`src/rtl/ipid_pkg.sv`:
```
// ----------------------------------------------------------------------------
// ipid_pkg
// Shared types and constants of the incremental PID controller.
// ----------------------------------------------------------------------------
package ipid_pkg;

  localparam int DEF_GAIN_WIDTH = 16;
  localparam int DEF_OUT_WIDTH  = 32;

  localparam int IN_W      = 16;  // measured / target
  localparam int ERR_W     = 17;  // target - measured
  localparam int DIFF1_W   = 18;  // e - e1
  localparam int DIFF2_W   = 19;  // e - 2*e1 + e2
  localparam int LIMIT_W   = 31;
  localparam int SHIFT_W   = 4;
  localparam int DECIM_W   = 8;
  localparam int CFG_IDX_W = 3;

  typedef enum logic [CFG_IDX_W-1:0] {
    CFG_GAIN_P      = 3'd0,
    CFG_GAIN_I      = 3'd1,
    CFG_GAIN_D      = 3'd2,
    CFG_OUT_LIMIT   = 3'd3,
    CFG_INT_SHIFT   = 3'd4,
    CFG_DECIM_RLD   = 3'd5,
    CFG_ZERO_CLEAR  = 3'd6
  } cfg_idx_e;

  typedef enum logic [1:0] {
    OP_HOLD   = 2'd0,
    OP_UPDATE = 2'd1,
    OP_CLEAR  = 2'd2
  } op_e;

endpackage

```
`src/rtl/incremental_pid_controller.sv`:
```
// ----------------------------------------------------------------------------
// incremental_pid_controller
// Velocity-form PID with decimation, zero-target clear and output clamp.
//
// Input stream: s_axis_tdata = {target, measured}, one sample per item.
// Output stream: one item per sample, m_axis_tdata = drive (clamped
// accumulator), m_axis_tuser = updated (1 when this sample ran the PID).
// The user sets gains, limit, integral shift, decimation reload and clear mode
// through the cfg write port while no item is in flight (block does not check).
// Pipeline: input register, product register (three parallel multiplies
// on the error terms), then sum and clamp into the output register.
// m_axis_tvalid rises once the accepted sample has passed the product and
// output registers; one item per cycle is taken as long as the output side
// keeps up.
// The error history and skip counter advance in the product stage and the
// accumulator in the sum stage, so back-to-back samples see current state.
// Reset clears all state, config and valid flags. A stall on m_axis_tready
// freezes the whole pipeline and drops s_axis_tready in the same cycle.
// ----------------------------------------------------------------------------
module incremental_pid_controller #(
  parameter int GAIN_WIDTH = ipid_pkg::DEF_GAIN_WIDTH,
  parameter int OUT_WIDTH  = ipid_pkg::DEF_OUT_WIDTH
) (
  input  logic                                  clk_i,
  input  logic                                  rst_ni,
  // config write port
  input  logic                                  cfg_we_i,
  input  logic [ipid_pkg::CFG_IDX_W-1:0]        cfg_idx_i,
  input  logic [((GAIN_WIDTH > ipid_pkg::LIMIT_W) ?
                 GAIN_WIDTH : ipid_pkg::LIMIT_W)-1:0] cfg_data_i,
  // input samples
  input  logic                                  s_axis_tvalid,
  output logic                                  s_axis_tready,
  input  logic [2*ipid_pkg::IN_W-1:0]           s_axis_tdata,  // measured, target
  // results
  output logic                                  m_axis_tvalid,
  input  logic                                  m_axis_tready,
  output logic [((OUT_WIDTH+7)/8)*8-1:0]        m_axis_tdata,  // drive, zero pad
  output logic                                  m_axis_tuser   // updated
);
  import ipid_pkg::*;

  localparam int OUT_DATA_W = ((OUT_WIDTH + 7) / 8) * 8;
  localparam int PP_W       = GAIN_WIDTH + DIFF1_W;
  localparam int PI_W       = GAIN_WIDTH + ERR_W;
  localparam int PD_W       = GAIN_WIDTH + DIFF2_W;
  localparam int SUM_A      = (OUT_WIDTH > PD_W) ? OUT_WIDTH : PD_W;
  localparam int SUM_W      = ((SUM_A > LIMIT_W) ? SUM_A : LIMIT_W) + 2;
  localparam logic [SUM_W-1:0] OUT_MAX =
    {{(SUM_W-OUT_WIDTH+1){1'b0}}, {(OUT_WIDTH-1){1'b1}}};

  // config registers
  logic signed [GAIN_WIDTH-1:0] gain_p_q, gain_i_q, gain_d_q;
  logic [LIMIT_W-1:0]           out_limit_q;
  logic [SHIFT_W-1:0]           int_shift_q;
  logic [DECIM_W-1:0]           decim_rld_q;
  logic                         zero_clear_q;

  always_ff @(posedge clk_i or negedge rst_ni) begin
    if (!rst_ni) begin
      gain_p_q     <= '0;
      gain_i_q     <= '0;
      gain_d_q     <= '0;
      out_limit_q  <= '0;
      int_shift_q  <= '0;
      decim_rld_q  <= '0;
      zero_clear_q <= 1'b0;
    end else if (cfg_we_i) begin
      case (cfg_idx_e'(cfg_idx_i))
        CFG_GAIN_P:     gain_p_q     <= cfg_data_i[GAIN_WIDTH-1:0];
        CFG_GAIN_I:     gain_i_q     <= cfg_data_i[GAIN_WIDTH-1:0];
        CFG_GAIN_D:     gain_d_q     <= cfg_data_i[GAIN_WIDTH-1:0];
        CFG_OUT_LIMIT:  out_limit_q  <= cfg_data_i[LIMIT_W-1:0];
        CFG_INT_SHIFT:  int_shift_q  <= cfg_data_i[SHIFT_W-1:0];
        CFG_DECIM_RLD:  decim_rld_q  <= cfg_data_i[DECIM_W-1:0];
        CFG_ZERO_CLEAR: zero_clear_q <= cfg_data_i[0];
        default: ;
      endcase
    end
  end

  // pipeline advance: every stage moves together
  logic pipe_en;
  assign pipe_en       = !m_axis_tvalid || m_axis_tready;
  assign s_axis_tready = pipe_en;

  // stage 0: input register
  logic                   s0_valid_q;
  logic signed [IN_W-1:0] s0_meas_q, s0_tgt_q;

  always_ff @(posedge clk_i or negedge rst_ni) begin
    if (!rst_ni) begin
      s0_valid_q <= 1'b0;
    end else if (pipe_en) begin
      s0_valid_q <= s_axis_tvalid;
    end
  end

  always_ff @(posedge clk_i) begin
    if (pipe_en && s_axis_tvalid) begin
      s0_meas_q <= s_axis_tdata[IN_W-1:0];
      s0_tgt_q  <= s_axis_tdata[2*IN_W-1:IN_W];
    end
  end

  // stage A: error terms, products, history and decimation state
  logic signed [ERR_W-1:0]   err1_q, err2_q, err_a, ishift_a;
  logic signed [DIFF1_W-1:0] diff1_a;
  logic signed [DIFF2_W-1:0] diff2_a;
  logic signed [PP_W-1:0]    prod_p_a;
  logic signed [PI_W-1:0]    prod_i_a;
  logic signed [PD_W-1:0]    prod_d_a;
  logic [DECIM_W-1:0]        skip_q, skip_d;
  logic signed [ERR_W-1:0]   err1_d, err2_d;
  op_e                       op_a;

  always_comb begin
    err_a    = ERR_W'(s0_tgt_q) - ERR_W'(s0_meas_q);
    diff1_a  = DIFF1_W'(err_a) - DIFF1_W'(err1_q);
    diff2_a  = DIFF2_W'(err_a) - (DIFF2_W'(err1_q) <<< 1) + DIFF2_W'(err2_q);
    ishift_a = err_a >>> int_shift_q;
    prod_p_a = gain_p_q * diff1_a;
    prod_i_a = gain_i_q * ishift_a;
    prod_d_a = gain_d_q * diff2_a;

    op_a   = OP_UPDATE;
    skip_d = skip_q;
    err1_d = err1_q;
    err2_d = err2_q;
    if (zero_clear_q && (s0_tgt_q == '0)) begin
      op_a   = OP_CLEAR;
      err1_d = '0;
      err2_d = '0;
    end else if (skip_q != '0) begin
      op_a   = OP_HOLD;
      skip_d = skip_q - DECIM_W'(1);
    end else begin
      skip_d = decim_rld_q;
      err1_d = err_a;
      err2_d = err1_q;
    end
  end

  logic                   s1_valid_q;
  op_e                    s1_op_q;
  logic signed [PP_W-1:0] s1_prod_p_q;
  logic signed [PI_W-1:0] s1_prod_i_q;
  logic signed [PD_W-1:0] s1_prod_d_q;

  always_ff @(posedge clk_i or negedge rst_ni) begin
    if (!rst_ni) begin
      s1_valid_q <= 1'b0;
      s1_op_q    <= OP_HOLD;
      err1_q     <= '0;
      err2_q     <= '0;
      skip_q     <= '0;
    end else if (pipe_en) begin
      s1_valid_q <= s0_valid_q;
      if (s0_valid_q) begin
        s1_op_q <= op_a;
        err1_q  <= err1_d;
        err2_q  <= err2_d;
        skip_q  <= skip_d;
      end
    end
  end

  always_ff @(posedge clk_i) begin
    if (pipe_en && s0_valid_q) begin
      s1_prod_p_q <= prod_p_a;
      s1_prod_i_q <= prod_i_a;
      s1_prod_d_q <= prod_d_a;
    end
  end

  // stage B: accumulate and clamp
  logic signed [OUT_WIDTH-1:0] acc_q, acc_d;
  logic signed [SUM_W-1:0]     sum_b, lim_b, clamp_b;
  logic [SUM_W-1:0]            lim_raw_b;
  logic                        upd_d;

  always_comb begin
    sum_b     = SUM_W'(acc_q) + SUM_W'(s1_prod_p_q) + SUM_W'(s1_prod_i_q)
              + SUM_W'(s1_prod_d_q);
    lim_raw_b = SUM_W'(out_limit_q);
    lim_b     = (lim_raw_b > OUT_MAX) ? $signed(OUT_MAX) : $signed(lim_raw_b);
    if (sum_b > lim_b) begin
      clamp_b = lim_b;
    end else if (sum_b < -lim_b) begin
      clamp_b = -lim_b;
    end else begin
      clamp_b = sum_b;
    end

    acc_d = acc_q;
    upd_d = 1'b0;
    case (s1_op_q)
      OP_CLEAR:  acc_d = '0;
      OP_UPDATE: begin
        acc_d = clamp_b[OUT_WIDTH-1:0];
        upd_d = 1'b1;
      end
      OP_HOLD:   acc_d = acc_q;
      default:   acc_d = acc_q;
    endcase
  end

  logic signed [OUT_WIDTH-1:0] drive_q;
  logic                        upd_q;
  logic                        out_valid_q;

  always_ff @(posedge clk_i or negedge rst_ni) begin
    if (!rst_ni) begin
      out_valid_q <= 1'b0;
      acc_q       <= '0;
    end else if (pipe_en) begin
      out_valid_q <= s1_valid_q;
      if (s1_valid_q) begin
        acc_q <= acc_d;
      end
    end
  end

  always_ff @(posedge clk_i) begin
    if (pipe_en && s1_valid_q) begin
      drive_q <= acc_d;
      upd_q   <= upd_d;
    end
  end

  assign m_axis_tvalid = out_valid_q;
  assign m_axis_tdata  = OUT_DATA_W'($unsigned(drive_q));
  assign m_axis_tuser  = upd_q;

  // checks
  a_drive_tracks_acc: assert property (@(posedge clk_i) disable iff (!rst_ni)
    out_valid_q |-> (drive_q == acc_q))
    else $error("output drive differs from accumulator");

  a_history_shift: assert property (@(posedge clk_i) disable iff (!rst_ni)
    (pipe_en && s0_valid_q && (op_a == OP_UPDATE)) |=> (err2_q == $past(err1_q)))
    else $error("error history did not shift on update");

  a_clear_history: assert property (@(posedge clk_i) disable iff (!rst_ni)
    (pipe_en && s0_valid_q && (op_a == OP_CLEAR)) |=> ((err1_q == '0) && (err2_q == '0)))
    else $error("error history not cleared");

endmodule

```
`config.mk`:
```
export PLATFORM = sky130hd
export DESIGN_NAME = incremental_pid_controller
export DESIGN_NICKNAME = d
export VERILOG_FILES = /design/src/rtl/ipid_pkg.sv /design/src/rtl/incremental_pid_controller.sv
export SDC_FILE = /design/constraint.sdc
export NUM_CORES = 2
export LEC_CHECK = 0
export BUFFER_PORTS_ARGS = -buffer_cell sky130_fd_sc_hd__clkbuf_2
export CAP_MARGIN = 10
export CORE_UTILIZATION = 35
export DETAILED_ROUTE_END_ITERATION = 12
export RECOVER_POWER = 100
export SLEW_MARGIN = 20
export SYNTH_ARGS = -nofsm -noshare
export SYNTH_HDL_FRONTEND = slang
export SYNTH_SLANG_ARGS = --single-unit
```
`constraint.sdc`:
```
create_clock -name clk_i -period 12.4 [get_ports clk_i]
set_clock_uncertainty 0.15 [all_clocks]
set_input_delay 1.24 -clock clk_i [delete_from_list [all_inputs] [get_ports clk_i]]
set_output_delay 1.24 -clock clk_i [all_outputs]
set_load 0.02 [all_outputs]
```
After elaboration in Yosys (flattened, before gate mapping)
Index checks and enable logic that the tools add are counted.
{"block": "totals", "reg_bits": 338, "in_bits": 71, "output_inout_bits": 35, "word_cells": 78}
{"block": "op_classes", "add_sub_neg": 9, "multipliers": 3, "magnitude_cmp": 2, "eq_ne": 9, "shift": 1, "mux": 11, "bitwise": 1, "n_reduce_logical": 20}
{"cell": "17-bit two-way mux", "n": 4}
{"cell": "32-bit two-way mux", "n": 2}
{"cell": "32-bit case mux with 2 select lines", "n": 1}
{"cell": "36-bit by 35-bit adder with 37-bit output", "n": 1}
{"cell": "37-bit by 32-bit greater-than comparator with 1-bit output", "n": 1}
{"cell": "37-bit less-than comparator", "n": 1}
{"cell": "31-bit negator with 37-bit output", "n": 1}
{"cell": "35-bit by 33-bit adder with 36-bit output", "n": 1}
{"cell": "32-bit by 34-bit adder with 35-bit output", "n": 1}
{"cell": "16-bit by 19-bit multiplier with 35-bit output", "n": 1}
{"cell": "16-bit by 18-bit multiplier with 34-bit output", "n": 1}
{"cell": "16-bit by 17-bit multiplier with 33-bit output", "n": 1}
{"cell": "19-bit by 17-bit adder with 19-bit output", "n": 1}
{"cell": "17-bit by 18-bit subtractor with 19-bit output", "n": 1}
{"cell": "2-bit AND reduction", "n": 9}
{"cell": "17-bit by 17-bit subtractor with 18-bit output", "n": 1}
{"cell": "17-bit by 4-bit >>> shifter with 17-bit output", "n": 1}
{"cell": "16-bit by 16-bit subtractor with 17-bit output", "n": 1}
{"cell": "16-bit zero test", "n": 1}
{"cell": "3-bit == test, second input constant", "n": 3}
{"cell": "8-bit two-way mux", "n": 1}
{"cell": "8-bit nonzero test", "n": 1}
{"cell": "8-bit by 1-bit subtractor with 8-bit output, second input constant", "n": 1}
{"cell": "3-bit by 2-bit == test with 1-bit output, second input constant", "n": 2}
{"cell": "other kinds (12)", "n": 17}

Depth between registers and ports, before layout
{"block": "logic_depth", "word_depth": 7, "ltp_mapped": 44, "mapped_depth_nobuf": 44}

Least setup slack after synthesis
OpenSTA, ideal clock, no wires.
{"block": "synth_timing", "kind": "register -> register", "start": "reg s0_meas_q[0]", "end": "reg s1_prod_d_q[32], data pin", "setup_ps": 258, "arrival_ps": 9607, "t_required_ps": 11992, "path_slack_ps": 2385, "stages_incl_launch_ff": 41, "path_buffers": 4, "synth_period_minus_slack_ps": 10015, "path_cell_list": "edfxtp_1 -> ha_1 -> fa_1 -> nand2b_1 -> a21oi_1 -> o21ai_0 -> a211oi_1 -> nand3b_1 -> a31oi_1 -> o21ai_1 -> inv_1 -> clkbuf_1 -> clkbuf_1 -> fa_1 -> ha_1 -> or3_1 -> o21ai_0 -> a21oi_1 -> [5 not listed] -> fa_1 -> clkbuf_1 -> xnor2_1 -> xnor2_1 -> fa_1 -> fa_1 -> inv_1 -> fa_1 -> inv_1 -> ha_1 -> nand2_1 -> nor2_1 -> o211ai_1 -> a311oi_1 -> o21a_1 -> o21ai_0 -> nor2b_1 -> xnor2_1"}
{"block": "synth_via", "elab_chain_len": 4}
{"element": "from (decl)", "line": "incremental_pid_controller.sv:89", "text": "logic signed [IN_W-1:0] s0_meas_q, s0_tgt_q;"}
{"element": "from (signal assigned)", "line": "incremental_pid_controller.sv:101", "text": "s0_meas_q <= s_axis_tdata[IN_W-1:0];"}
{"element": "16-bit by 16-bit subtractor with 17-bit output", "line": "incremental_pid_controller.sv:118", "text": "err_a = ERR_W'(s0_tgt_q) - ERR_W'(s0_meas_q);"}
{"element": "17-bit by 18-bit subtractor with 19-bit output", "line": "incremental_pid_controller.sv:120", "text": "diff2_a = DIFF2_W'(err_a) - (DIFF2_W'(err1_q) <<< 1) + DIFF2_W'(err2_q);"}
{"element": "19-bit by 17-bit adder with 19-bit output", "line": "incremental_pid_controller.sv:120"}
{"element": "16-bit by 19-bit multiplier with 35-bit output", "line": "incremental_pid_controller.sv:124", "text": "prod_d_a = gain_d_q * diff2_a;"}
{"element": "via prod_d_a[32]", "line": "incremental_pid_controller.sv:112", "text": "logic signed [PD_W-1:0] prod_d_a;"}
{"element": "to (signal assigned)", "line": "incremental_pid_controller.sv:172", "text": "s1_prod_d_q <= prod_d_a;"}
{"element": "to (decl)", "line": "incremental_pid_controller.sv:148", "text": "logic signed [PD_W-1:0] s1_prod_d_q;"}
The timed path passes the listed nets, and every way through them passes these cells.
A chain may end at the register's enable or synchronous reset.

Worst setup path after layout
{"block": "layout_timing", "start": "reg s0_meas_q[0]", "end": "reg s1_prod_i_q[31], data pin"}
{"block": "layout_via", "elab_chain_len": 3}
{"element": "16-bit by 16-bit subtractor with 17-bit output", "line": "incremental_pid_controller.sv:118"}
{"element": "17-bit by 4-bit >>> shifter with 17-bit output", "line": "incremental_pid_controller.sv:121", "text": "ishift_a = err_a >>> int_shift_q;"}
{"element": "16-bit by 17-bit multiplier with 33-bit output", "line": "incremental_pid_controller.sv:123", "text": "prod_i_a = gain_i_q * ishift_a;"}
{"element": "via prod_i_a[31]", "line": "incremental_pid_controller.sv:111", "text": "logic signed [PI_W-1:0] prod_i_a;"}
{"element": "to (signal assigned)", "line": "incremental_pid_controller.sv:171", "text": "s1_prod_i_q <= prod_i_a;"}
{"element": "to (decl)", "line": "incremental_pid_controller.sv:147", "text": "logic signed [PI_W-1:0] s1_prod_i_q;"}
The timed path passes the listed nets, and every way through them passes these cells.

==> summary.txt <==
Timing
  – Total negative slack: 0 ps
  – Relative slew slack: -149%
  – Final worst slack: 989 ps
  – Max Clk Rate: 87.6 MHz
  – Hold Fails Final Rpt: 0
  – Period utilisation layout: 92.0%
  – RSZ-0062 raised after global routing: false
  – Max-slew violations: 462
  – Period minus WS final: 11410 ps
  – Final setup fails: 0
  – Worst-margin pin slew: 3740 ps

Final layout
  – Multi-input logic area: 0.0398 sq mm
  – Fin area: 0.0579 sq mm
  – Fraction of layout cells with a size suffix above 1: 5.31%
  – Fillers: 15369
  – Nets@finish: 7022
  – Area Overhead vs Synth: 7.41%
  – Register Area: 0.00929 sq mm

Critical path
  – Crit path DAT: 11540 ps
  – FF-to-FF Start: s0_meas_q[0]
  – Worst path bufs/invs: 5
  – R2R setup slack: 990 ps
  – Top delay family on crit path: compound AO/OA/AOI/OAI gates
  – CP max-delay cell: o311ai_0
  – Crit Path Class: flip-flop to flip-flop
  – Worst R2R End: s1_prod_i_q[31]
  – Crit-path max FO: 23
  – Critical Path Sink Type: flip-flop
  – CP max stage delay: 780 ps
  – Startpoint types: flip-flop
  – Top cell by count, worst path: fa_1
  – FF-to-FF path depth: 33
  – Critical path required time: 12530 ps

Clocking
  – Post-CTS repair timing setup buffer count: 0
  – CTS H-Tree Depth: 2
  – Sink Count: 338
  – Root Buffer: clkbuf_16
  – CTS Buf Count: 43
  – Max clock buf depth: 3
  – CTS Hold Bufs: 0
  – Clock transition at path regs: 60 ps
  – Clk_lat worst skew: 620 ps
  – Post-CTS sizing: 0
  – CTS tree: yes

Global route
  – Initial antenna violation count: 15
  – Total GRT Usage: 19.6%
  – Vias in the first global route: 41427
  – Total grt overflow: 0
  – Largest net degree at the start of global routing: 68
  – Global-route wire length before repair: 238000 um

Detailed routing
  – DRT Pass-1 Iters: 6
  – Post-route DRC: 0
  – DRT Wirelength: 150000 um
  – Vias per cell: 5.08
  – DRT iter0 DRCs: 2596
  – Routed Antenna Nets: 0
  – Routed length per instance: 19.6 um
  – Detailed-route via count: 38844

Logic synthesis
  – Synth warn: 0
  – Sequential area share after synthesis: 17.2%
  – Post-synth EDFFs: 167
  – Synth area leader: fa_1
  – Synth Instances: 5600
  – Synthesized net count: 7040
  – Top_reg_cell synth: dfrtp_1
  – Cell Area, Synth: 0.0539 sq mm
  – Synth cell types: 82
  – Synth top area cells: fa_1 (35%), ha_1 (9.6%), edfxtp_1 (9.3%)
  – Mapped Avg Cell Area: 9.63 sq um
  – Synthesized flop and latch total: 338
  – Synth async-reset ratio: 50.6%
  – Synth top area share: 35.4%

Floorplanning
  – Die Y-Extent: 395 um
  – Starting Density: 35.4%
  – Die area: 0.156 sq mm
  – Chip Width: 395 um
  – Row count: 143
  – IO Count: 106
  – Core area: 0.152 sq mm

Hold path
  – Hold Path Depth: 2
  – Worst Hold Class: flip-flop to flip-flop
  – Worst hold endpoint: m_axis_tvalid
  – Hold_sp: s1_valid_q

Placed design
  – Dpl cell area: 0.0567 sq mm
  – Port buffer count: 105
  – GP Congestion: 0.908
  – Pre-CTS setup slack: 938 ps
  – Hpwl dp: 121000 um

Job
  – Max_cap viols: 11

Run status
  – Violations in the final reports: capacitance limit, slew limit
  – Status: complete, but fails checks
## per-stage QoR
| step | utilization, % | hold slack [ps] | instances |
|---|---|---|---|
| 2_1_floorplan | - | 286 | 5600 |
| 5_1_grt | 38.0 | 354 | 7646 |
| 3_5_place_dp | 37.2 | 315 | 7567 |
| 6_report | 38.0 | 329 | 7647 |
| 4_1_cts | 38.1 | 330 | 7646 |
| 3_3_place_gp | 37.2 | 311 | 7567 |
## layout make-up
| cell class | instances | share of cell area, % |
|---|---|---|
| Multi-Input combinational cell | 3954 | 68.6 |
| Timing Repair Buffer | 164 | 1.41 |
| Sequential cell | 338 | 16.0 |
| Clock inverter | 27 | 0.546 |
| Inverter | 1081 | 7.00 |
| Clock buffer | 52 | 2.01 |
| Tap cell | 2030 | 4.38 |
| Antenna cell | 1 | 0.00432 |
## worst max-delay path by stage
stage	start	end	slack, ps	cells past startpoint
2_1_floorplan	s0_meas_q[0]	s1_prod_d_q[32]	2390	40
3_3_place_gp	s0_meas_q[0]	s1_prod_i_q[31]	1200	33
3_5_place_dp	s0_meas_q[0]	s1_prod_i_q[31]	940	33
4_1_cts	s0_meas_q[0]	s1_prod_i_q[31]	860	33
5_1_grt	s0_meas_q[0]	s1_prod_i_q[31]	240	33
6_report	s0_meas_q[0]	s1_prod_i_q[31]	990	33
## registers in the layout, indices dropped and copies added, names as in the netlist, 2 cells and up
| register | flops |
|---|---|
| s0_meas_q | 16 |
| out_limit_q | 31 |
| s1_prod_i_q | 33 |
| s1_op_q | 2 |
| m_axis_tdata | 32 |
| err2_q | 17 |
| skip_q | 8 |
| s1_prod_d_q | 35 |
| s1_prod_p_q | 34 |
| acc_q | 32 |
| decim_rld_q | 8 |
| gain_d_q | 16 |
| int_shift_q | 4 |
| err1_q | 17 |
| gain_p_q | 16 |
| gain_i_q | 16 |
| s0_tgt_q | 16 |
## Yosys cell counts, types with 10 or more instances
cell	instances
clkbuf_1	205
mux4_2	10
a211oi_1	23
nor2_1	156
inv_1	1078
o21a_1	30
and2_1	314
o21ai_0	184
xor2_1	49
o31ai_1	15
nand3_1	92
nand4_1	20
nand2b_1	57
and3_1	38
a21o_1	87
dfrtp_1	171
nand2_1	634
or2_2	17
o211ai_1	22
edfxtp_1	167
ha_1	415
a21oi_1	208
mux2_2	100
fa_1	954
mux2i_1	25
nor3_1	72
or3_1	16
xnor2_1	160
o21bai_1	11
a22o_1	16
nor4_1	15
buf_1	13
a31oi_1	16
nor2b_1	53
## metal layers
metal,track usage (%),vias to the layer above,share of wire [%]
li1,-,17659,-
met1,26.9,19759,44
met2,31.9,1195,46
met3,3.13,223,7.2
met4,5.87,8,3.3
met5,0,-,0.037
## cell usage in the layout, fill, tap and decap left out, types with 153 or more instances in the layout
master | netlist | layout
xnor2_1 | 160 | 159
a21oi_1 | 208 | 208
inv_1 | 1078 | 1077
nand2_1 | 634 | 634
nor2_1 | 156 | 153
edfxtp_1 | 167 | 167
fa_1 | 954 | 954
and2_1 | 314 | 300
dfrtp_1 | 171 | 171
o21ai_0 | 184 | 187
ha_1 | 415 | 415
## worst reg2reg max path, delay by kind of cell, from the launching register on
kind / cells / cell delay [ps]
flip-flops: 1 / 370
AND/OR/NAND/NOR: 4 / 720
buffers and inverters: 5 / 810
multiplexers: 2 / 1240
adder cells (fa/ha/maj): 9 / 3710
AO/OA/AOI/OAI: 13 / 4060
## cell families (layout without fill, tap and decap cells)
logic type / Yosys count / count (layout) / synth area share [%]
adder cells (fa/ha/maj): 1369 / 1369 / 45.0
XOR/XNOR: 209 / 209 / 3.39
AND/OR/NAND/NOR: 1522 / 1522 / 13.8
buffers and inverters: 1308 / 1324 / 9.15
other: 0 / 1 / 0
AO/OA/AOI/OAI: 719 / 719 / 8.46
flip-flops: 338 / 338 / 17.2
multiplexers: 135 / 135 / 2.97
Power is left out: the tool's default activity adds up to more than one toggle a clock period on the data nets, which glitch-free logic cannot reach.
